<file path="config.mk">
export PLATFORM = sky130hd
export DESIGN_NAME = life_automaton_engine
export DESIGN_NICKNAME = d
export VERILOG_FILES = /design/src/rtl/lae_pkg.sv /design/src/rtl/lae_datapath.sv /design/src/rtl/lae_controller.sv /design/src/rtl/life_automaton_engine.sv
export SDC_FILE = /design/constraint.sdc
export NUM_CORES = 1
export LEC_CHECK = 0
export BUFFER_PORTS_ARGS = -buffer_cell sky130_fd_sc_hd__buf_4
export CAP_MARGIN = 20
export CORE_UTILIZATION = 23
export CTS_BUF_LIST = sky130_fd_sc_hd__clkbuf_2
export DETAILED_ROUTE_END_ITERATION = 10
export PLACE_DENSITY = 0.36
export SLEW_MARGIN = 20
export SYNTH_ARGS = -nofsm -noshare
export SYNTH_HDL_FRONTEND = slang
export SYNTH_SLANG_ARGS = --single-unit
</file>
<file path="constraint.sdc">
create_clock -name clk -period 11.4 [get_ports clk]
set_input_delay 2.28 -clock clk [delete_from_list [all_inputs] [get_ports clk]]
set_output_delay 2.28 -clock clk [all_outputs]
set_load 0.03 [all_outputs]
</file>
<file path="src/rtl/lae_pkg.sv">
package lae_pkg;

  // Field widths fixed by the request format.
  localparam int OPCODE_W      = 2;
  localparam int CELL_ADDR_W   = 5;
  // Wide enough to compare a cell address against any grid size up to 256.
  localparam int ADDR_EXT_W    = 9;
  localparam int NB_COUNT_W    = 4;

  // Default grid size.
  localparam int DEF_GRID_ROWS = 32;
  localparam int DEF_GRID_COLS = 32;

  // Request opcodes.
  typedef enum logic [OPCODE_W-1:0] {
    OP_WRITE  = 2'd0,
    OP_TOGGLE = 2'd1,
    OP_STEP   = 2'd2,
    OP_READ   = 2'd3
  } opcode_t;

  // Commands from the controller to the datapath.
  typedef struct packed {
    logic capture;    // latch the accepted request
    logic clr_wr;     // write a dead row during the clearing pass
    logic cell_rd;    // read the row of the addressed cell
    logic cell_mod;   // update the addressed cell and record the result
    logic gen_rd0;    // start a generation: read row 0
    logic gen_prime;  // load row 0 into the window, read row 1
    logic gen_row;    // compute and write back one row of the next generation
    logic load_out;   // move the result into the output register
  } cmd_t;

  // Status from the datapath to the controller.
  typedef struct packed {
    logic is_step;    // request at the input port is a generation step
    logic cnt_last;   // row counter is at the last row
    logic out_free;   // output register can take a result this cycle
  } sts_t;

  // Number of live cells among eight neighbours.
  function automatic logic [NB_COUNT_W-1:0] neighbour_sum(input logic [7:0] nb);
    logic [NB_COUNT_W-1:0] sum;
    sum = '0;
    for (int k = 0; k < 8; k++) begin
      sum = sum + NB_COUNT_W'(nb[k]);
    end
    return sum;
  endfunction

  // B3/S23: birth on three, survival on two or three.
  function automatic logic life_rule(input logic alive, input logic [NB_COUNT_W-1:0] cnt);
    logic nxt;
    if (alive) begin
      nxt = (cnt == NB_COUNT_W'(2)) || (cnt == NB_COUNT_W'(3));
    end else begin
      nxt = (cnt == NB_COUNT_W'(3));
    end
    return nxt;
  endfunction

endpackage

</file>
<file path="src/rtl/lae_datapath.sv">
module lae_datapath
  import lae_pkg::*;
#(
  parameter int GRID_ROWS = DEF_GRID_ROWS,
  parameter int GRID_COLS = DEF_GRID_COLS
) (
  input  logic                   clk,
  input  logic                   rst_n,
  input  cmd_t                   cmd_i,
  output sts_t                   sts_o,
  input  logic [OPCODE_W-1:0]    in_opcode,
  input  logic [CELL_ADDR_W-1:0] in_cell_row,
  input  logic [CELL_ADDR_W-1:0] in_cell_col,
  input  logic                   in_write_value,
  input  logic                   out_ready,
  output logic                   out_valid,
  output logic                   out_cell_alive
);

  localparam int ROW_W = $clog2(GRID_ROWS);
  localparam int COL_W = $clog2(GRID_COLS);
  localparam int PAD_W = GRID_COLS + 2;

  // Grid storage: one word per row, one bit per cell.
  logic [GRID_COLS-1:0] life_mem [GRID_ROWS];

  logic                   mem_we;
  logic [ROW_W-1:0]       mem_waddr;
  logic [GRID_COLS-1:0]   mem_wdata;
  logic                   mem_re;
  logic [ROW_W-1:0]       mem_raddr;
  logic [GRID_COLS-1:0]   rd_row_r;

  // Captured request.
  opcode_t                op_r;
  logic [CELL_ADDR_W-1:0] row_r;
  logic [CELL_ADDR_W-1:0] col_r;
  logic                   val_r;

  // Row counter shared by the clearing pass and the generation sweep.
  logic [ROW_W-1:0]       cnt_r, cnt_nxt;
  logic [ROW_W:0]         cnt_plus2;
  logic                   rd_ahead_ok;

  // Three-row window for the generation sweep.
  logic [GRID_COLS-1:0]   prev_r, cur_r;
  logic [GRID_COLS-1:0]   nxt_row;
  logic [GRID_COLS-1:0]   gen_new_row;

  // Cell access.
  logic [ADDR_EXT_W-1:0]  row_ext, col_ext;
  logic [ROW_W-1:0]       row_idx;
  logic [COL_W-1:0]       col_idx;
  logic                   cell_ok;
  logic                   cell_old, cell_new;
  logic [GRID_COLS-1:0]   cell_new_row;

  // Result and output register.
  logic                   res_r;
  logic                   out_valid_r, out_valid_nxt;
  logic                   out_alive_r;

  // Address decode of the captured cell.
  assign row_ext = {{(ADDR_EXT_W-CELL_ADDR_W){1'b0}}, row_r};
  assign col_ext = {{(ADDR_EXT_W-CELL_ADDR_W){1'b0}}, col_r};
  assign row_idx = row_ext[ROW_W-1:0];
  assign col_idx = col_ext[COL_W-1:0];
  assign cell_ok = (row_ext < ADDR_EXT_W'(GRID_ROWS)) && (col_ext < ADDR_EXT_W'(GRID_COLS));

  // Cell update within the row just read.
  assign cell_old = cell_ok ? rd_row_r[col_idx] : 1'b0;

  always_comb begin
    case (op_r)
      OP_WRITE:  cell_new = val_r;
      OP_TOGGLE: cell_new = ~cell_old;
      default:   cell_new = cell_old;
    endcase
  end

  always_comb begin
    cell_new_row = rd_row_r;
    if (cell_ok) begin
      cell_new_row[col_idx] = cell_new;
    end
  end

  // Row counter and read-ahead bound.
  assign cnt_plus2   = {1'b0, cnt_r} + (ROW_W+1)'(2);
  assign rd_ahead_ok = cnt_plus2 < (ROW_W+1)'(GRID_ROWS);

  always_comb begin
    cnt_nxt = cnt_r;
    if (cmd_i.clr_wr || cmd_i.gen_row) begin
      cnt_nxt = cnt_r + ROW_W'(1);
    end else if (cmd_i.gen_rd0) begin
      cnt_nxt = '0;
    end
  end

  // The row below the last one is dead.
  assign nxt_row = sts_o.cnt_last ? '0 : rd_row_r;

  // One lane per column: count neighbours in the window and apply the rule.
  always_comb begin
    logic [PAD_W-1:0] p_pad;
    logic [PAD_W-1:0] c_pad;
    logic [PAD_W-1:0] n_pad;
    logic [7:0]       nb;
    p_pad = {1'b0, prev_r, 1'b0};
    c_pad = {1'b0, cur_r, 1'b0};
    n_pad = {1'b0, nxt_row, 1'b0};
    for (int j = 0; j < GRID_COLS; j++) begin
      nb = {p_pad[j +: 3], c_pad[j], c_pad[j+2], n_pad[j +: 3]};
      gen_new_row[j] = life_rule(c_pad[j+1], neighbour_sum(nb));
    end
  end

  // Memory port control.
  assign mem_we = cmd_i.clr_wr || cmd_i.gen_row ||
                  (cmd_i.cell_mod && cell_ok && (op_r != OP_READ));
  assign mem_waddr = cmd_i.cell_mod ? row_idx : cnt_r;

  always_comb begin
    if (cmd_i.clr_wr) begin
      mem_wdata = '0;
    end else if (cmd_i.gen_row) begin
      mem_wdata = gen_new_row;
    end else begin
      mem_wdata = cell_new_row;
    end
  end

  assign mem_re = (cmd_i.cell_rd && cell_ok) || cmd_i.gen_rd0 || cmd_i.gen_prime ||
                  (cmd_i.gen_row && rd_ahead_ok);

  always_comb begin
    if (cmd_i.cell_rd) begin
      mem_raddr = row_idx;
    end else if (cmd_i.gen_rd0) begin
      mem_raddr = '0;
    end else if (cmd_i.gen_prime) begin
      mem_raddr = ROW_W'(1);
    end else begin
      mem_raddr = cnt_plus2[ROW_W-1:0];
    end
  end

  // Grid memory with registered read data.
  always_ff @(posedge clk) begin
    if (mem_we) begin
      life_mem[mem_waddr] <= mem_wdata;
    end
    if (mem_re) begin
      rd_row_r <= life_mem[mem_raddr];
    end
  end

  // Request capture, window shift, result bit and output data.
  always_ff @(posedge clk) begin
    if (cmd_i.capture) begin
      op_r  <= opcode_t'(in_opcode);
      row_r <= in_cell_row;
      col_r <= in_cell_col;
      val_r <= in_write_value;
    end
    if (cmd_i.gen_prime) begin
      prev_r <= '0;
      cur_r  <= rd_row_r;
    end else if (cmd_i.gen_row) begin
      prev_r <= cur_r;
      cur_r  <= nxt_row;
    end
    if (cmd_i.cell_mod) begin
      res_r <= cell_ok && cell_new;
    end else if (cmd_i.gen_rd0) begin
      res_r <= 1'b0;
    end
    if (cmd_i.load_out) begin
      out_alive_r <= res_r;
    end
  end

  // Output register valid flag.
  always_comb begin
    out_valid_nxt = out_valid_r;
    if (cmd_i.load_out) begin
      out_valid_nxt = 1'b1;
    end else if (out_ready) begin
      out_valid_nxt = 1'b0;
    end
  end

  // Control state.
  always_ff @(posedge clk) begin
    if (!rst_n) begin
      cnt_r       <= '0;
      out_valid_r <= 1'b0;
    end else begin
      cnt_r       <= cnt_nxt;
      out_valid_r <= out_valid_nxt;
    end
  end

  // Status and outputs.
  assign sts_o.is_step  = (in_opcode == OP_STEP);
  assign sts_o.cnt_last = (cnt_r == ROW_W'(GRID_ROWS - 1));
  assign sts_o.out_free = !out_valid_r || out_ready;

  assign out_valid      = out_valid_r;
  assign out_cell_alive = out_alive_r;

`ifndef NO_ASSERTIONS
  // A result is never loaded over one that is still waiting.
  a_load_free: assert property (@(posedge clk) disable iff (!rst_n)
    cmd_i.load_out |-> (!out_valid_r || out_ready))
    else $error("result loaded into a full output register");

  // Write-back and read-ahead never hit the same row in one cycle.
  a_port_conflict: assert property (@(posedge clk) disable iff (!rst_n)
    (mem_we && mem_re) |-> (mem_waddr != mem_raddr))
    else $error("grid memory read and write at the same row");

  // The sweep visits consecutive rows.
  a_sweep_order: assert property (@(posedge clk) disable iff (!rst_n)
    (cmd_i.gen_row && !sts_o.cnt_last) |=> (cnt_r == $past(cnt_r) + ROW_W'(1)))
    else $error("generation sweep skipped a row");
`endif

endmodule

</file>
<file path="src/rtl/lae_controller.sv">
module lae_controller
  import lae_pkg::*;
(
  input  logic clk,
  input  logic rst_n,
  input  logic in_valid,
  output logic in_ready,
  input  sts_t sts_i,
  output cmd_t cmd_o
);

  typedef enum logic [7:0] {
    S_CLEAR     = 8'b0000_0001,
    S_IDLE      = 8'b0000_0010,
    S_CELL_RD   = 8'b0000_0100,
    S_CELL_MOD  = 8'b0000_1000,
    S_GEN_RD0   = 8'b0001_0000,
    S_GEN_PRIME = 8'b0010_0000,
    S_GEN_ROW   = 8'b0100_0000,
    S_RESULT    = 8'b1000_0000
  } state_t;

  state_t state_r, state_nxt;
  logic   accept;

  assign in_ready = (state_r == S_IDLE);
  assign accept   = in_valid && in_ready;

  // Next state and commands.
  always_comb begin
    state_nxt = state_r;
    cmd_o     = '0;
    unique case (state_r)
      S_CLEAR: begin
        cmd_o.clr_wr = 1'b1;
        if (sts_i.cnt_last) begin
          state_nxt = S_IDLE;
        end
      end
      S_IDLE: begin
        cmd_o.capture = accept;
        if (accept) begin
          state_nxt = sts_i.is_step ? S_GEN_RD0 : S_CELL_RD;
        end
      end
      S_CELL_RD: begin
        cmd_o.cell_rd = 1'b1;
        state_nxt     = S_CELL_MOD;
      end
      S_CELL_MOD: begin
        cmd_o.cell_mod = 1'b1;
        state_nxt      = S_RESULT;
      end
      S_GEN_RD0: begin
        cmd_o.gen_rd0 = 1'b1;
        state_nxt     = S_GEN_PRIME;
      end
      S_GEN_PRIME: begin
        cmd_o.gen_prime = 1'b1;
        state_nxt       = S_GEN_ROW;
      end
      S_GEN_ROW: begin
        cmd_o.gen_row = 1'b1;
        if (sts_i.cnt_last) begin
          state_nxt = S_RESULT;
        end
      end
      S_RESULT: begin
        cmd_o.load_out = sts_i.out_free;
        if (sts_i.out_free) begin
          state_nxt = S_IDLE;
        end
      end
      default: begin
        state_nxt = S_CLEAR;
      end
    endcase
  end

  // State register; reset starts the clearing pass.
  always_ff @(posedge clk) begin
    if (!rst_n) begin
      state_r <= S_CLEAR;
    end else begin
      state_r <= state_nxt;
    end
  end

`ifndef NO_ASSERTIONS
  // Only one request is in work at a time.
  a_one_in_work: assert property (@(posedge clk) disable iff (!rst_n)
    accept |=> !in_ready)
    else $error("request accepted while another is in work");
`endif

endmodule

</file>
<file path="src/rtl/life_automaton_engine.sv">
// Channel   Direction  Handshake            Payload
// in_       input      in_valid/in_ready    in_opcode, in_cell_row, in_cell_col, in_write_value
// out_      output     out_valid/out_ready  out_cell_alive
//
// A write, toggle or read request passes through capture, row read, cell update and result.
// A step request reads row 0, primes the window, then sweeps; the sweep computes one whole row
// per cycle and is bounded by the single read and single write port of the row memory.
// After reset a clearing pass writes every row dead before in_ready rises.
// A finished result sits in the output register; a stalled output does not hold back the work
// on the following result, but holds back its delivery and the acceptance of the next request.
module life_automaton_engine
  import lae_pkg::*;
#(
  parameter int GRID_ROWS = DEF_GRID_ROWS,
  parameter int GRID_COLS = DEF_GRID_COLS
) (
  input  logic                   clk,
  input  logic                   rst_n,
  input  logic                   in_valid,
  output logic                   in_ready,
  input  logic [OPCODE_W-1:0]    in_opcode,
  input  logic [CELL_ADDR_W-1:0] in_cell_row,
  input  logic [CELL_ADDR_W-1:0] in_cell_col,
  input  logic                   in_write_value,
  output logic                   out_valid,
  input  logic                   out_ready,
  output logic                   out_cell_alive
);

  cmd_t cmd;
  sts_t sts;

  // Sequencing of requests, clearing pass and generation sweep.
  lae_controller u_ctrl (
    .clk      (clk),
    .rst_n    (rst_n),
    .in_valid (in_valid),
    .in_ready (in_ready),
    .sts_i    (sts),
    .cmd_o    (cmd)
  );

  // Grid memory, row window, rule lanes and output register.
  lae_datapath #(
    .GRID_ROWS (GRID_ROWS),
    .GRID_COLS (GRID_COLS)
  ) u_dp (
    .clk            (clk),
    .rst_n          (rst_n),
    .cmd_i          (cmd),
    .sts_o          (sts),
    .in_opcode      (in_opcode),
    .in_cell_row    (in_cell_row),
    .in_cell_col    (in_cell_col),
    .in_write_value (in_write_value),
    .out_ready      (out_ready),
    .out_valid      (out_valid),
    .out_cell_alive (out_cell_alive)
  );

endmodule

</file>
# == Yosys cells after proc, flatten, opt, wreduce, memory -nomap -nowiden ==
# Memories as Yosys holds them, arrays and structs flattened. A register that Yosys moved wholly into a read port is not among the register bits.
# Cells that the tools add are included.
# W data, S select, Z words.
# word_totals
reg_bits,93
ramBits,1024
input_bits,17
output_inout_bits,3
word_cells,441
memories,1
# mem_list
memory,words,word_bits,rd,rd_clocked_by_memory_dff,write_ports,line_no,rtl
u_dp.life_mem,32,32,1,1,1,lae_datapath.sv:25,logic [GRID_COLS-1:0] life_mem [GRID_ROWS];
# classes
add_sub_neg,219
n_lt_le_gt_ge,5
n_eq_ne,80
muxes,71
bitwise,1
reduce_logical,53
# op_table
operator,count
$add A4 B1 Y4,186
$eq A4 B2 Y1 const B,64
$mux W32,6
$pmux W8 S8,1
$add A1 B1 Y2,31
$mux W1,49
$logic_or A1 B1 Y1,38
$mux W5,7
$bwmux W32,1
$mux W8,4
$lt A5 B6 Y1 const B,3
$eq A8 B1 Y1 const B,1
$eq A8 B2 Y1 const B,1
$eq A8 B3 Y1 const B,1
$eq A8 B4 Y1 const B,1
$eq A8 B5 Y1 const B,1
$eq A8 B6 Y1 const B,1
$eq A8 B7 Y1 const B,1
$eq A8 B8 Y1 const B,1
$logic_and A1 B1 Y1,8
$reduce_bool A2 Y1,4
$add A5 B2 Y6 const B,1
$lt A6 B6 Y1 const B,1
$ne A2 B1 Y1 const B,3
other kinds (13),14

# == Longest topological paths before layout ==
# Gate-level depths: netlist of run 1.
# depth
depth_word,14
ltp_mapped,22
depth_no_buf,19

# == Cells and area by module ==
# A second synthesis of run 1 with hierarchy kept.
# hier_totals
hier_cells,3382
hier_area_um2,50308.2
# modules_own_cells
module,instances,cells_each,area_per_inst_um2
lae_datapath,1,3311,49723.9
lae_controller,1,71,584.3

# == Least setup slack after synthesis of run 1 ==
# Ideal clock, no wire load.
# synth_path
kind,register -> register
from,register u_dp.cnt_r[1]
to,"memory u_dp.life_mem[0][1] (netlist bit), data pin"
t_arrival_ps,5264
path_slack_ps,5738
path_stages_with_launch,23
path_buffers,3
period_less_slack_ps,5662
path_cell_list,dfxtp_1 > ha_1 > and3_1 > ha_1 > clkbuf_1 > clkbuf_1 > buf_1 > nor2b_1 > ha_1 > inv_1 > xnor2_1 > ha_1 > inv_1 > fa_1 > inv_1 > fa_1 > inv_1 > fa_1 > a2111oi_0 > a21oi_1 > nor3_1 > o21ai_0 > a31oi_1
# synth_between
elab_chain_cells,14
# synth_rtl
item,line_no,rtl
"start, declared",lae_datapath.sv:41,"logic [ROW_W-1:0] cnt_r, cnt_nxt;"
"start signal, assigned",lae_datapath.sv:200,cnt_r <= cnt_nxt;
$eq A5 B5 Y1 *,lae_datapath.sv:207,assign sts_o.cnt_last = (cnt_r == ROW_W'(GRID_ROWS - 1));
$mux W32 *,lae_datapath.sv:102,assign nxt_row = sts_o.cnt_last ? '0 : rd_row_r;
$add A1 B1 Y2,lae_pkg.sv:46,sum = sum + NB_COUNT_W'(nb[k]);
$add A4 B1 Y4 * (6 in series),lae_pkg.sv:46,
"$eq A4 B2 Y1, on equally long branches","lae_pkg.sv:55, lae_pkg.sv:57",
$logic_or A1 B1 Y1,lae_pkg.sv:55,nxt = (cnt == NB_COUNT_W'(2)) || (cnt == NB_COUNT_W'(3));
$mux W1 *,lae_pkg.sv:54,if (alive) begin
$mux W32 *,lae_datapath.sv:127,end else if (cmd_i.gen_row) begin
$mux W32 *,lae_datapath.sv:125,if (cmd_i.clr_wr) begin
via u_dp.mem_wdata[1],lae_datapath.sv:29,logic [GRID_COLS-1:0] mem_wdata;
"end, declared",lae_datapath.sv:25,
# The timed path passes the listed nets; every way through them passes the cells marked *.

# == Final worst setup path of run 1 ==
# layout_path
from,register u_ctrl.state_r[4]
to,output port in_ready
# layout_between
elab_chain_cells,1
# layout_rtl
item,line_no,rtl
"start, declared",lae_controller.sv:23,"state_t state_r, state_nxt;"
"start signal, assigned",lae_controller.sv:85,state_r <= state_nxt;
$eq A8 B2 Y1,lae_controller.sv:26,assign in_ready = (state_r == S_IDLE);
"end, declared",life_automaton_engine.sv:20,"output logic in_ready,"
# No other way between the ends.

==> results of run 1 <==
-- power by group --
group | switching [mW] | internal, mW | total, mW
Clock | 1.86 | 1.21 | 3.07
Combinational | 3.11 | 1.09 | 4.20
Sequential | 0.0493 | 5.41 | 5.46
Total | 5.02 | 7.70 | 12.7
-- metal layers --
layer  track usage, %  up-vias
li1                 -    15900
met1             21.8    17700
met2             24.7      962
met3             3.28      337
met4             5.29        0
met5                0        -
-- critical path, delay by kind of cell, from the launching register on --
kind | cells | cell delay, ns
AND/OR/NAND/NOR | 3 | 1.31
flip-flops | 1 | 0.41
buffers and inverters | 2 | 0.57
-- how the worst max path moves through the flow --
| stage | start | endpoint | depth (start not counted) |
|---|---|---|---|
| 5_1_grt | u_ctrl.state_r[4]$_SDFFE_PN0P_ | in_ready | 5 |
| 6_report | u_ctrl.state_r[4]$_SDFFE_PN0P_ | in_ready | 5 |
| 3_3_place_gp | u_dp.cnt_r[1]$_SDFFE_PN0P_ | u_dp.life_mem[10][1]$_DFFE_PP_ | 21 |
| 2_1_floorplan | u_dp.cnt_r[1]$_SDFFE_PN0P_ | u_dp.life_mem[0][1]$_DFFE_PP_ | 22 |
| 4_1_cts | u_ctrl.state_r[4]$_SDFFE_PN0P_ | in_ready | 5 |
| 3_5_place_dp | u_dp.cnt_r[1]$_SDFFE_PN0P_ | u_dp.life_mem[12][1]$_DFFE_PP_ | 21 |
-- cell type report --
type                       count  area, um2
clock buffer                 504       2520
multi-input combinational   2559      16800
inverter                     233        875
antenna                       11       27.5
timing repair buffer         130       1040
sequential                  1149      34000
fill                       23700     166000
tap                         2992       3740
clock inverter                69        325
-- kinds of logic after synthesis --
logic type                 after synthesis  share of synthesized area (%)
and+or+nand+nor                       1558                           14.0
DFF                                   1149                           65.3
AOI/OAI and AO/OA                      703                           8.74
adders and majority gates              191                           5.95
buffers and inverters                  499                           3.89
xor gates and xnor gates                34                          0.571
muxes                                   73                           1.60
-- stage by stage --
stage          cell area (um2)  instances  hold WS [ns]
3_5_place_dp             56500       7063         0.412
4_1_cts                  59400       7636         0.408
6_report                 59400       7647         0.400
3_3_place_gp             56500       7063         0.407
2_1_floorplan            52200       4207         0.400
5_1_grt                  59400       7644         0.406
-- cells in the mapped netlist (all sizes together) (46+ instances only) --
master	n	area share (%)
a21oi	353	3.4
a22o	191	3.2
and2	64	0.77
buf	115	1.1
clkbuf	151	1.1
dfxtp	46	1.8
edfxtp	1103	64
fa	95	3.6
ha	96	2.3
inv	233	1.7
mux2i	64	1.2
nand2	849	6.1
nand3	180	1.7
nand4	98	1.2
nor2	121	0.87
-- state kept, by name, summed over array words and instances (netlist names), 5 cells and up --
register / flops
u_ctrl.state_r: 8
u_dp.cnt_r: 5
u_dp.col_idx: 5
u_dp.cur_r: 32
u_dp.life_mem: 1024
u_dp.prev_r: 32
u_dp.rd_row_r: 32
u_dp.row_idx: 5
==> summary.md, run 1 <==
| Metric | Value |
|---|---|
| Row cnt | `about 170` |
| Max Fclk | `~160 MHz` |
| Clock Latency Late Sink | `between 1.5 and 2 ns` |
| CTS tree | `built` |
| Via count | `34900` |
| Die span in x | `about 480 um` |
| Reg-to-Reg Start | `u_dp.cnt_r[1]$_SDFFE_PN0P_` |
| First-pass GRT wire length | `~260000 um` |
| Crit. End Element | `output pin` |
| Pre-CTS setup slack | `about 6.0 ns` |
| Detailed placement HPWL | `99300 um` |
| Max transition margin | `a little over a quarter` |
| Post-synthesis sequential area ratio | `roughly 65%` |
| Syn avg cell area | `approximately 12 um2` |
| CORE AREA | `225000 um2` |
| WP data required | `a little over 9 ns` |
| Max cap viols | `0` |
| Crit-path max FO | `8` |
| Clock skew | `between 0.2 and 0.25 ns` |
| Critical-path top delay cell | `nor4_1` |
| Hold Vio Cnt, Final | `0` |
| GRT Total Usage | `between 15 and 20%` |
| RR Endpoint | `u_dp.life_mem[0][1]$_DFFE_PP_` |
| Initial core utilization | `approximately 23%` |
| DR WL met3 | `about 10000 um` |
| Slew @ Worst Pin | `~1.1 ns` |
| Die area | `229000 um2` |
| Initial antenna violation count | `9` |
| CTS buffer count | `344` |
| Die Height | `~480 um` |
| CTS Root Cell | `clkbuf_2` |
| I/O pin cnt | `20` |
| Vias in the first global route | `35500` |
| DR vias/cell | `~4.6` |
| CP Launch Type | `flop` |
| Synth Register Bits | `around 1100` |
| Outcome | `finished with violations` |
| Cell Area, Synth | `52200 um2` |
| RSZ-0062 raised after global routing | `false` |
| YS warnings | `0` |
| Post-CTS setup buffer count | `0` |
| Clock sinks | `~1100` |
| Most frequent cells in the layout | `edfxtp_1, nand2_1, clkbuf_2` |
| Post-Syn Nets | `~4400` |
| Failing checks | `design-rule violations` |
| DRT Pass-1 Iters | `8` |
| Worst EP arrival | `3.89 ns` |
| CP Cell Sequence | `nor4_1, nor3b_1, nand3b_1, inv_1, buf_4` |
| Top Layer Used | `met4` |
| DRC viols | `2` |
| Final Core Density | `between 20% and 30%` |
| Area added between synthesis and finish | `13.9%` |
| Peak VDD IR | `between 150 and 200 uV` |
| Leakage power | `~22 nW` |
| Pins over their slew limit | `0` |
| Final Power | `12.7 mW` |
| Primary FF master, synth | `edfxtp_1` |
| Most common cell after layout, fill and taps aside | `edfxtp_1` |
| Drt wl/cell | `about 24 um` |
| Setup slack after layout | `~5.2 ns` |
| Hold Buf Count CTS | `0` |
| Antenna viol nets, final | `0` |
| Final net count | `4625` |
| H-tree levels | `5` |
| Buffers on Ports | `19` |
| Hold Crit Start | `u_dp.res_r$_SDFFCE_PP0P_` |
| Final GP Congestion | `between 0.7 and 0.8` |
| PostCTS Resize Cnt | `0` |
| Hold Crit Depth | `0` |
| Worst path max stage delay | `between 0.7 and 0.8 ns` |
| Pwr dens | `about 210 nW/um2` |
| Total gr overflow | `0` |
| Flop2flop setup slack | `around 6 ns` |
| Final Critical Period | `~6.2 ns` |
| Worst min-delay path category | `reg -> reg` |
| Finish-stage setup viols | `0` |
| R2R depth | `21` |
| WS Path Type | `reg -> out` |
| Share of layout cells above drive strength 1 | `17.4%` |
| Syn Inst Count | `4207` |
| Hold Path End | `u_dp.out_cell_alive$_DFFE_PP_` |
| Async SR Flop Fraction | `0%` |
| Pin count of the biggest net entering global routing | `150` |
| Met1 wire length | `~86000 um` |
| Post-synthesis cell type count | `60` |
| EDFF count, synth | `between 1000 and 1500` |
| Setup_tns | `0 ns` |
| Clk slew on worst S/H paths | `about 0.09 ns` |
| DRT Wirelength | `between 150000 and 200000 um` |
| Detailed Route Iter0 Violations | `2454` |
| Metal2 WL | `~83000 um` |
| Tcrit/Tclk final | `between 50% and 60%` |
| Bufs on Longest Clock Path | `4` |
Power figures use the tool's default switching activity.
==> run 2, diff against run 1 <==
--- a/config.mk
+++ b/config.mk
@@ -10,7 +10,7 @@
 export CORE_UTILIZATION = 23
 export CTS_BUF_LIST = sky130_fd_sc_hd__clkbuf_2
 export DETAILED_ROUTE_END_ITERATION = 10
-export PLACE_DENSITY = 0.36
+export PLACE_DENSITY = 0.37
 export SLEW_MARGIN = 20
 export SYNTH_ARGS = -nofsm -noshare
 export SYNTH_HDL_FRONTEND = slang
==> constraint.sdc (replaced) <==
create_clock -name clk -period 5.1 [get_ports clk]
set_input_delay 1.02 -clock clk [delete_from_list [all_inputs] [get_ports clk]]
set_output_delay 1.02 -clock clk [all_outputs]
set_load 0.03 [all_outputs]
==> run 2 against run 1 <==
Net effect:
- the flow still finishes with violations (design-rule violations)
- clock power is 120% higher
- global-route usage is 1.4 points higher
- die area stayed put
- first-iteration DRC count is 8.1% higher
- total power is 130% higher
- clock skew is 0.011 ns lower
- design area is 2.5% higher
- register-to-register slack worse by 5.6 ns
- sequential cell count stayed put
- clock-buffer cell count is 9 lower
- worst hold slack better by 0.0032 ns
- routed wire length is 8.8% higher
- highest routed layer is now met5
==> summary.md, run 2 (synthesis results as in run 1) <==
| Metric | Value |
|---|---|
| Outcome | `finished with violations` |
| Failing checks | `design-rule violations` |
| Vias in the first global route | `roughly 36000` |
| Crit. End Element | `flop` |
| Max Fclk | `about 210 MHz` |
| DRT Pass-1 Iters | `8` |
| Initial antenna violation count | `11` |
| CP Cell Sequence | `ha_1, and3_1, ha_2, buf_12, inv_1, nand2_1, fa_1, fa_1, inv_1, fa_1, inv_1, fa_1, a2111oi_0, a21oi_1, nor3_1, o21ai_0, a31oi_2, buf_6` |
| CP delay by family, top | `adder cells` |
| Final instance area | `just over 60000 um2` |
| Max transition margin | `approximately 14%` |
| Bufs on Longest Clock Path | `4` |
| WS Path Type | `reg -> reg` |
| Buffers on Ports | `19` |
| Multi-input logic area | `~17000 um2` |
| DR WL met3 | `approximately 8400 um` |
| H-tree levels | `5` |
| Reg area | `about 34000 um2` |
| Drt wl/cell | `approximately 26 um` |
| CP most frequent cell | `fa_1` |
| Detailed Route Iter0 Violations | `2652` |
| Switching pwr | `11.3 mW` |
| Setup_tns | `0 ns` |
| CTS buffer count | `around 340` |
| Share of power burned in the clock network | `between 20% and 30%` |
| Row cnt | `174` |
| Pre-CTS setup slack | `approximately 0.52 ns` |
| Clock skew | `roughly 0.22 ns` |
| DR vias/cell | `roughly 4.6` |
| Logic pwr share | `~35%` |
| Detailed placement HPWL | `116000 um` |
| Max FFs per register | `~1000` |
| Met1 wire length | `91000 um` |
| Sw frac | `roughly two fifths` |
| Clk slew on worst S/H paths | `~0.11 ns` |
| CTS Root Cell | `clkbuf_2` |
| Worst min-delay path category | `in -> reg` |
| Final Core Density | `27.0%` |
| Setup slack after layout | `0.405 ns` |
| Die Height | `~480 um` |
| Pin count of the biggest net entering global routing | `between 80 and 90` |
| DRC viols | `15` |
| Leakage power | `between 20 and 25 nW` |
| Critical-path top delay cell | `fa_1` |
| RSZ-0062 raised after global routing | `false` |
| Die span in x | `roughly 480 um` |
| Final net count | `roughly 4800` |
| CP Launch Type | `flop` |
| Via count | `36100` |
| Most common cell after layout, fill and taps aside | `edfxtp_1` |
| Worst path max stage delay | `~0.44 ns` |
| First-pass GRT wire length | `280000 um` |
| Slew @ Worst Pin | `roughly 1.3 ns` |
| Total gr overflow | `0` |
| Sequential share of power | `42.0%` |
| Area after DPL | `between 50000 and 60000 um2` |
| CORE AREA | `between 200000 and 250000 um2` |
| Clock sinks | `~1100` |
| WP buf/inv | `5` |
| Top Layer Used | `met5` |
| Max cap viols | `0` |
| Largest register by flop count | `u_dp.life_mem` |
| DRT Wirelength | `roughly 200000 um` |
| GRT Total Usage | `approximately 17%` |
| Internal power | `~18 mW` |
| Fillers | `approximately 24000` |
| Finish-stage setup viols | `0` |
| Initial core utilization | `a little under a quarter` |
| Metal2 WL | `between 90000 and 100000 um` |
| Share of layout cells above drive strength 1 | `a little under a fifth` |
| Worst EP arrival | `roughly 6.3 ns` |
| Area added between synthesis and finish | `16.7%` |
| Peak VDD IR | `between 400 and 500 uV` |
| Clock Latency Late Sink | `1.90 ns` |
| Crit-path max FO | `40` |
| Hold Vio Cnt, Final | `0` |
| Non-Filler Instances | `approximately 7800` |
| Post-placement cell count | `between 7000 and 8000` |
| Final GP Congestion | `0.826` |
| Final Critical Period | `approximately 4.7 ns` |
| Pwr dens | `476 nW/um2` |
| Tcrit/Tclk final | `just over 90%` |
| WP data required | `between 6 and 7 ns` |
| Die area | `roughly 230000 um2` |
| Antenna viol nets, final | `0` |
| I/O pin cnt | `20` |
| Most frequent cells in the layout | `edfxtp_1, nand2_1, clkbuf_2` |
| CTS tree | `built` |
| Pins over their slew limit | `0` |
## run 2: timing repair
action,in CTS,in global routing
hold endpoints to repair,41,0
setup endpoints to repair,1,8
buffers inserted,0,0
gates resized for setup,1,2
hold buffers,36,0
## run 2: final timing paths
check,start,endpoint,slack [ns],cells after the start
setup / recovery,u_dp.cnt_r[0]$_SDFFE_PN0P_,u_dp.life_mem[27][30]$_DFFE_PP_,0.40,18
hold / removal,in_cell_col[2],u_dp.col_idx[2]$_DFFE_PP_,0.40,3
setup reg to reg,u_dp.cnt_r[0]$_SDFFE_PN0P_,u_dp.life_mem[27][30]$_DFFE_PP_,0.40,18
hold reg to reg,u_dp.prev_r[31]$_SDFFE_PP0P_,u_dp.prev_r[31]$_SDFFE_PP0P_,0.47,2
## run 2: final cells by class
type	instances	share of cell area, %
clock inverter	70	0.580
clock buffer	495	4.07
antenna	12	0.0493
tap	2992	6.15
timing repair buffer	267	4.23
inverter	233	1.44
sequential	1149	55.9
multi-input combinational	2559	27.6
## run 2: worst reg2reg max path: stages (launching register included)
cell and delay, ns:
dfxtp_1 0.36, ha_1 0.18, and3_1 0.17, ha_2 0.30, buf_12 0.28, inv_1 0.20
nand2_1 0.13, fa_1 0.44, fa_1 0.44, inv_1 0.08, fa_1 0.18, inv_1 0.05
fa_1 0.37, a2111oi_0 0.31, a21oi_1 0.09, nor3_1 0.20, o21ai_0 0.13, a31oi_2 0.22
buf_6 0.25
## run 2: through the flow
stage / hold WS [ns] / power [mW]
2_1_floorplan: 0.400 / 17.8
3_3_place_gp: 0.448 / 22.5
3_5_place_dp: 0.452 / 22.5
4_1_cts: 0.0805 / 29.5
5_1_grt: 0.221 / 30.6
6_report: 0.403 / 29.0
## run 2: metal layers
metal  vias up  GRT usage [%]
met4         2           5.97
li1      16100              -
met2       902           28.2
met3       301           2.76
met1     18700           23.2
met5         -              0
## run 2: power groups by stage
stage               Sequential (mW)  Clock (mW)  Combinational, mW
floorplan                      12.4           0               5.34
global placement               12.4           0               10.2
detailed placement             12.4           0               10.1
CTS                            12.2        7.15               10.2
global route                   12.2        7.57               10.8
finish                         12.2        6.83               9.98
